`src/rtl/lge_pkg.sv`:
```
// shared widths, codes and defaults for the life generation engine
package lge_pkg;

  localparam int DEF_MAX_COLS = 128;
  localparam int DEF_MAX_ROWS = 64;

  localparam int OPCODE_W    = 2;
  localparam int COL_IDX_W   = 7;
  localparam int ROW_IDX_W   = 6;
  localparam int COLS_REG_W  = 8;
  localparam int ROWS_REG_W  = 7;
  localparam int CFG_ADDR_W  = 1;
  localparam int CFG_DATA_W  = 8;
  localparam int NBR_W       = 4;

  localparam logic [COLS_REG_W-1:0] COLS_RESET = 8'd120;
  localparam logic [ROWS_REG_W-1:0] ROWS_RESET = 7'd40;

  localparam logic [NBR_W-1:0] BIRTH_COUNT = 4'd3;
  localparam logic [NBR_W-1:0] KEEP_COUNT  = 4'd2;

  typedef enum logic [OPCODE_W-1:0] {
    OP_WRITE = 2'd0,
    OP_READ  = 2'd1,
    OP_STEP  = 2'd2,
    OP_NOP   = 2'd3
  } op_t;

  typedef enum logic [CFG_ADDR_W-1:0] {
    REG_COLS = 1'b0,
    REG_ROWS = 1'b1
  } cfg_reg_t;

endpackage

```
`src/rtl/lge_row_rule.sv`:
```
// life rule for one whole row from the old rows above, at and below
module lge_row_rule
  import lge_pkg::*;
#(
  parameter int MAX_COLS = DEF_MAX_COLS
) (
  input  logic [MAX_COLS-1:0] prev_row,
  input  logic [MAX_COLS-1:0] cur_row,
  input  logic [MAX_COLS-1:0] next_row,
  input  logic [MAX_COLS-1:0] col_mask,
  output logic [MAX_COLS-1:0] new_row
);

  logic [MAX_COLS+1:0] pp;
  logic [MAX_COLS+1:0] cp;
  logic [MAX_COLS+1:0] np;

  // columns outside the grid in use count as dead
  assign pp = {1'b0, prev_row & col_mask, 1'b0};
  assign cp = {1'b0, cur_row & col_mask, 1'b0};
  assign np = {1'b0, next_row & col_mask, 1'b0};

  always_comb begin
    logic [NBR_W-1:0] n;
    n = '0;
    for (int c = 0; c < MAX_COLS; c++) begin
      n = NBR_W'(pp[c]) + NBR_W'(pp[c+1]) + NBR_W'(pp[c+2])
        + NBR_W'(cp[c]) + NBR_W'(cp[c+2])
        + NBR_W'(np[c]) + NBR_W'(np[c+1]) + NBR_W'(np[c+2]);
      new_row[c] = (n == BIRTH_COUNT) || ((n == KEEP_COUNT) && cur_row[c]);
    end
  end

endmodule
```
`config.mk`:
```
export PLATFORM = sky130hd
export DESIGN_NAME = lge_row_rule
export DESIGN_NICKNAME = d
export VERILOG_FILES = /design/src/rtl/lge_pkg.sv /design/src/rtl/lge_row_rule.sv
export SDC_FILE = /design/constraint.sdc
export NUM_CORES = 1
export LEC_CHECK = 0
export BUFFER_PORTS_ARGS = -buffer_cell sky130_fd_sc_hd__buf_2
export CAP_MARGIN = 15
export CORE_MARGIN = 1.5
export CORE_UTILIZATION = 35
export DETAILED_ROUTE_END_ITERATION = 12
export SLEW_MARGIN = 20
export SYNTH_ARGS = -nofsm -noshare
export SYNTH_HDL_FRONTEND = slang
export SYNTH_SLANG_ARGS = --single-unit
```
`constraint.sdc`:
```
create_clock -name vclk -period 4.14
set_input_delay 0.828 -clock vclk [all_inputs]
set_output_delay 0.828 -clock vclk [all_outputs]
set_load 0.1 [all_outputs]
```
== After elaboration in Yosys (flattened, before gate mapping) ==
Cells that the tools add are included.
Storage, ports and cells
  register bits after elaboration: 0
  bits in latches: 0
  memory bits (writable): 0
  ROM bits: 0
  output and inout bits: 128
  logic and storage cells: 1404
  memories: 0
Operators by class
  add/subtract/negate cells: 889
  $mul: 0
  div/mod/pow operators: 0
  $lt $le $gt $ge: 0
  eq/ne operators: 256
  shifts and indexed selects: 0
  muxes and demuxes: 0
  bitwise operators: 3
  reduce and logical (&&, ||, !) cells: 256
Operator list (number)
  adder 4 x 1 -> 4 bit: 508
  == test 4 x 2 -> 1 bit, second input constant: 256
  adder 3 x 1 -> 4 bit: 127
  bitwise AND 128 bit: 3
  adder 2 x 1 -> 3 bit: 127
  adder 1 x 1 -> 2 bit: 127
  logical AND 1 bit: 128
  logical OR 1 bit: 128

== Logic depth before layout (Yosys ltp) ==
Gate-level depths: netlist of run 1.
  depth after elaboration: 11
  depth in mapped cells: 12
  depth with buffers taken out: 12

== Least setup slack after synthesis of run 1 ==
OpenSTA, ideal clock, no wires.
  kind: input port to output port
  start: input port prev_row[88]
  end: output port new_row[88]
  data arrival time: 5413 ps
  required time: 3312 ps
  path slack: -2101 ps
  cell stages on the path: 11
  buffers on the path: 0
  cell sequence: nand2_1 xor2_1 ha_1 inv_1 fa_1 inv_1 fa_1 and3_1 fa_1 o31ai_1 a211oi_1
On the way
  cells in the longest elaborated chain, start to end: 11
  elaborated cells on any way between the ends: 12
  classes of those cells: 7 x add/sub; 2 x eq/ne; 1 x bitwise; 2 x reduce/logical
Ends and longest elaborated chain
  start, declared: RTL line lge_row_rule.sv:7  | input logic [MAX_COLS-1:0] prev_row,
  bitwise AND 128 bit (*): RTL line lge_row_rule.sv:19  | assign pp = {1'b0, prev_row & col_mask, 1'b0};
  adder 1 x 1 -> 2 bit (*): RTL line lge_row_rule.sv:27  | n = NBR_W'(pp[c]) + NBR_W'(pp[c+1]) + NBR_W'(pp[c+2])
  adder 2 x 1 -> 3 bit (*): RTL line lge_row_rule.sv:27
  adder 3 x 1 -> 4 bit (*): RTL line lge_row_rule.sv:28  | + NBR_W'(cp[c]) + NBR_W'(cp[c+2])
  adder 4 x 1 -> 4 bit (*): RTL line lge_row_rule.sv:28
  adder 4 x 1 -> 4 bit (*) (3 in series): RTL line lge_row_rule.sv:29  | + NBR_W'(np[c]) + NBR_W'(np[c+1]) + NBR_W'(np[c+2]);
  == test 4 x 2 -> 1 bit: RTL line lge_row_rule.sv:30  | new_row[c] = (n == BIRTH_COUNT) || ((n == KEEP_COUNT) && cur_row[c]);
  logical AND 1 bit: RTL line lge_row_rule.sv:30
  logical OR 1 bit (*): RTL line lge_row_rule.sv:30
  end, declared: RTL line lge_row_rule.sv:11  | output logic [MAX_COLS-1:0] new_row
Mark *: on every way between the ends. The rest lies on a longest branch, timed or not.

== Worst setup path in the final report of run 1 ==
  start: input port prev_row[8]
  end: output port new_row[9]
The elaborated chain is that of the path after synthesis.

==> impl_results.md, run 1 <==
- GP Congestion: around 0.89
- CP Class: primary input to output port
- Met1 Use GR: a little under a quarter
- Startpoint Class: primary input
- Initial DRC Count: 648
- Critical-path cell with the highest stage delay: fa_1
- # IOs: 640
- Sequential-to-total area share from yosys stat: 0%
- Nets@finish: 5,433
- CP max stage delay: between 500 and 600 ps
- Synth cell types: 32
- Met3 Resource Use GR: around 4.6%
- First-pass detailed-route iteration total: 5
- First-pass GRT wire length: ~120 mm
- RSZ-0062 raised after global routing: true
- Worst-Margin Slew: 327 ps
- Share of post-route cells with drive strength above 1: between 40% and 50%
- Post-Syn Nets: between 4,000 and 5,000
- Die height: ~260 um
- Synthesis-to-layout area growth: 64.3%
- Grt ovf: 0
- Area of the core: 0.0674 sq mm
- IO buf count: 640
- Post-synth top area cell: fa_1
- Vias in the first global route: ~25,000
- Worst EP arrival: 3890 ps
- Layout fillers: 6,045
- Status: finished with violations
- Seq_cells: 0
- CP cell instances: buf_6 -> and2_4 -> fa_1 -> inv_1 -> fa_1 -> inv_1 -> fa_1 -> and3_4 -> fa_2 -> nor2_4 -> a21oi_2 -> a2111oi_4 -> buf_12
- Grt peak-use layer: met2
- CP dominant cell by count: fa_1
- Vias: 24,000
- Worst endpoint required time: 3310 ps
- Initial antenna violation count: 24
- Die Area: ~0.070 sq mm
- Vias per cell: 4.76
- Crit-path leading delay family: adder cells
- Final core occ: 58.2%
- DRT Wirelength: 73.9 mm
- Lkg Pwr: 20.8 nW
- Slew margin rel.: 78.0%
- Antenna Nets Post-Route: 0
- Final Max Slew Viols: 0
- Initial Util: 35.4%
- Post-Syn Instances: 2,824
- Area contributors post-synth: fa_1, ha_1, inv_1, nand2_1, xor2_1
- Largest net degree at the start of global routing: 6
- Top post-synthesis cells by count: inv_1, fa_1, ha_1
- Period minus WS final: 4710 ps
- CP Capture Type: output port
- Final period util: 114%
- Yosys warns: 0
- Layout clock buffer count: 0
- Max_cap viols: 0
- Post-synth top area share: 32.4%
- Hold violation total from the final report: 0
- Overall Global Routing Usage: 20.9%
- Drt drc: 0
- Min-delay worst type: primary input to output port
- Critical Path Fanout Max: 2
- Worst setup path startpoint: prev_row[8]
- Max Freq: 212 MHz
- Critical Path Stages: 13
- Power per cell area: 325 mW/mm^2
- Worst path bufs/invs: 4
- GR Util met2: 39.0%
- Final worst slack: -574 ps
- Hold WS: between 2000 and 2500 ps
- Seq. cell area: 0 sq um
- Routed wire per std cell: about 15 um
- Post-detail-place hpwl: 68.5 mm
- Die width: 264 um
- Most frequent cell after synthesis: inv_1
- Worst Setup EP: new_row[9]
- Synthesized area per cell: 8.46 sq um
- Max VDD drop: roughly 0.00032 V
- Failing checks: negative setup slack
- # setup viols final: between 100 and 150
- Cell Area, Synth: 0.0239 sq mm
- Row count: 95
worst min path at each step:
| stage | start | to | slack, ps | cells after the start |
|---|---|---|---|---|
| detailed placement | col_mask[10] | new_row[9] | 2140 | 4 |
| floorplan | cur_row[125] | new_row[125] | 1930 | 2 |
| finish | col_mask[10] | new_row[9] | 2070 | 4 |
| CTS | col_mask[10] | new_row[9] | 2130 | 4 |
| global placement | cur_row[125] | new_row[125] | 2130 | 4 |
| global route | col_mask[10] | new_row[9] | 2090 | 4 |
layout make-up:
type	instances	area [sq um]	area share (%)
repair buffers	1327	11700	29.7
diodes	16	40.0	0.102
inverters	511	1920	4.90
multi-input cells	2312	24500	62.5
well taps	873	1090	2.78
per-stage QoR:
step	cells	setup WS [ps]	instance area, sq um	setup TNS [ps]	total power, mW
6_report	5039	-574	39200	-31220	12.8
3_5_place_dp	4947	-599	36900	-38500	12.4
5_1_grt	5036	-693	39200	-42460	13.7
3_3_place_gp	4947	-616	36900	-36250	12.2
4_1_cts	4983	-558	38200	-34760	12.6
2_1_floorplan	2824	-1020	26100	-20380	8.02
where the power goes:
group          internal [mW]  leakage [nW]  switching, mW
clock            0.000000518      0.000101              0
combinational           5.38          20.8           7.37
sequential                 0             0              0
layer usage:
metal	vias to the layer above	part of all wire [%]	wire [um]
met1	11300	40	29200
met3	120	5.8	4260
li1	12100	-	-
met5	-	0.15	112
met2	439	52	38100
met4	18	3.0	2240
cell usage in the layout (no fill, tap or decap), types with 121 or more instances in the layout:
cell / netlist / layout
and2_1: 133 / 121
ha_1: 383 / 374
fa_1: 386 / 259
buf_2: 1 / 287
buf_12: 0 / 130
o21bai_1: 132 / 132
inv_1: 511 / 484
fa_2: 0 / 127
nand2_1: 336 / 215
buf_4: 0 / 746
what timing repair did:
item / CTS / global route
resized for setup: 307 / 196
pin swaps: 148 / 114
hold buffers: 0 / 0
endpoints found under the setup margin: 126 / 126
setup buffers: 36 / 40
cells by family after synthesis:
logic type,Yosys count,synth area share [%]
simple gates,963,21.3
mux,1,0.0419
xor+xnor,122,4.47
compound gates,457,13.7
buf+inv,512,8.05
fa+ha+maj,769,52.4
(Power assumes the default switching activity.)
==> run 2, diff against run 1 <==
Settings changed: CORE_AREA from default to 2 2 248 250, CORE_MARGIN 1.5 to default, CORE_UTILIZATION 35 to default, DIE_AREA from default to 0 0 250 252, MAX_ROUTING_LAYER from default to met4, PLACE_DENSITY from default to 0.65.
==> run 2 against run 1 <==
Effect of this change:
- the run still ends with negative setup slack left
- combinational power is essentially flat
- wire length grew 3.8%
- non-clock buffer count increased by 11
- first-iteration DRC count is 16% lower
- hold slack gained 71 ps
- via count is 1.8% higher
- sequential cell count is the same
- global-route usage increased by 3.7 points
- critical endpoint unchanged
==> impl_results.md, run 2 (synthesis gave the netlist of run 1 again) <==
- Status: finished with violations
- Failing checks: negative setup slack
- Int Power: roughly 5.4 mW
- Final instance area: a little under 0.04 sq mm
- Setup tns final: -31,300 ps
- Largest net degree at the start of global routing: 6
- Vias per cell: 4.91
- NetSw: around 7.4 mW
- Nets@finish: 5,444
- Setup WS pre-CTS: -615 ps
- Initial antenna violation count: 31
- Grt ovf: 0
- Die Area: 0.0630 sq mm
- Post-detail-place hpwl: 70.1 mm
- Min-delay worst type: primary input to output port
- Overall Global Routing Usage: 24.5%
- Total power: 12.8 mW
- Hold violation total from the final report: 0
- Power per cell area: 326 mW/mm^2
- First-pass detailed-route iteration total: 5
- Row count: 90
- Worst setup path startpoint: col_mask[8]
- Dpl cell area: 0.0369 sq mm
- RSZ-0062 raised after global routing: true
- Initial DRC Count: around 540
- Finished Layout Cells: 4,975
- Switching Fraction: about 58%
- Max_cap viols: 0
- Period minus WS final: 4740 ps
- Vias in the first global route: 25,600
- Logic pwr share: 100.0%
- Clock power share: 0%
- Seq. cell area: 0 sq um
- Seq_cells: 0
- Worst-Margin Slew: 382 ps
- Initial Util: 39.7%
- Hold path startpoint: cur_row[126]
- Final period util: 115%
- Layout clock buffer count: 0
- Critical Path Fanout Max: 3
- Die height: 252 um
- Quantity of hold-fixing buffers added after cts: 0
- # setup viols final: 126
- GP Congestion: 0.950
- Worst endpoint required time: 3310 ps
- Synthesis-to-layout area growth: 64.9%
- DRT Wirelength: 76.7 mm
- Final worst slack: -602 ps
- Antenna Nets Post-Route: 0
- Max VDD drop: 0.000460 V
- Most frequent cells in the layout: buf_4, inv_1, ha_1
- Final Max Slew Viols: 0
- Routed wire per std cell: approximately 15 um
- Startpoint Class: primary input
- Area of the core: 0.0601 sq mm
- Most common cell after layout, fill and taps aside: buf_4
- Final core occ: 65.5%
- Seq pwr share: 0%
- Max Freq: 211 MHz
- Hold WS: about 2100 ps
- First-pass GRT wire length: 123 mm
- # IOs: 640
- IO buf count: 640
- Drt drc: 0
- Cell total after placement: 4,869
- Die width: 250 um
- CP Capture Type: output port
- Slew margin rel.: 74.3%
- Lkg Pwr: 20.9 nW
- Share of post-route cells with drive strength above 1: 47.6%
- Worst EP arrival: 3910 ps
- Vias: between 20,000 and 25,000
- CP Class: primary input to output port
## run 2: changes by cell type in the layout (fill, tap and decap cells not counted), sizes merged
cell	delta
diode	+16
buf	+11
## run 2: area by class of cell
cell class	count	area, sq um
multi-input cells	2312	24500
fillers	4839	20700
repair buffers	1338	11900
inverters	511	1920
well taps	782	978
diodes	32	80.1
## run 2: path summary, 6_finish.rpt
check	end	slack (ps)	depth (start not counted)
max	new_row[9]	-600	13
min	new_row[126]	2140	4
## run 2: critical path: stages
cell,delay [ps]
buf_2,110
and2_4,140
fa_1,540
inv_1,50
fa_1,470
inv_1,50
fa_1,470
and3_4,170
fa_2,330
nor2_1,90
a21oi_1,70
a2111oi_4,360
buf_12,230
## run 2: repair_timing
action / CTS / global route
buffers inserted: 48 / 26
gates resized for setup: 359 / 193
pin swaps: 156 / 106
setup endpoints to repair: 126 / 126
## run 2: layer usage
| layer | vias to the layer above | wire (um) | GRT usage (%) |
|---|---|---|---|
| met5 | - | 0 | - |
| met4 | 0 | 3160 | 8.06 |
| met3 | 146 | 4630 | 5.23 |
| met2 | 507 | 39000 | 43.9 |
| met1 | 11600 | 29900 | 27.1 |
| li1 | 12200 | - | - |
## run 2: power groups by stage
stage               clock [mW]  sequential, mW  combinational [mW]
floorplan                    0               0                8.02
global placement             0               0                12.2
detailed placement           0               0                12.4
CTS                          0               0                12.7
global route        0.00000100               0                13.8
finish              0.00000104               0                12.8
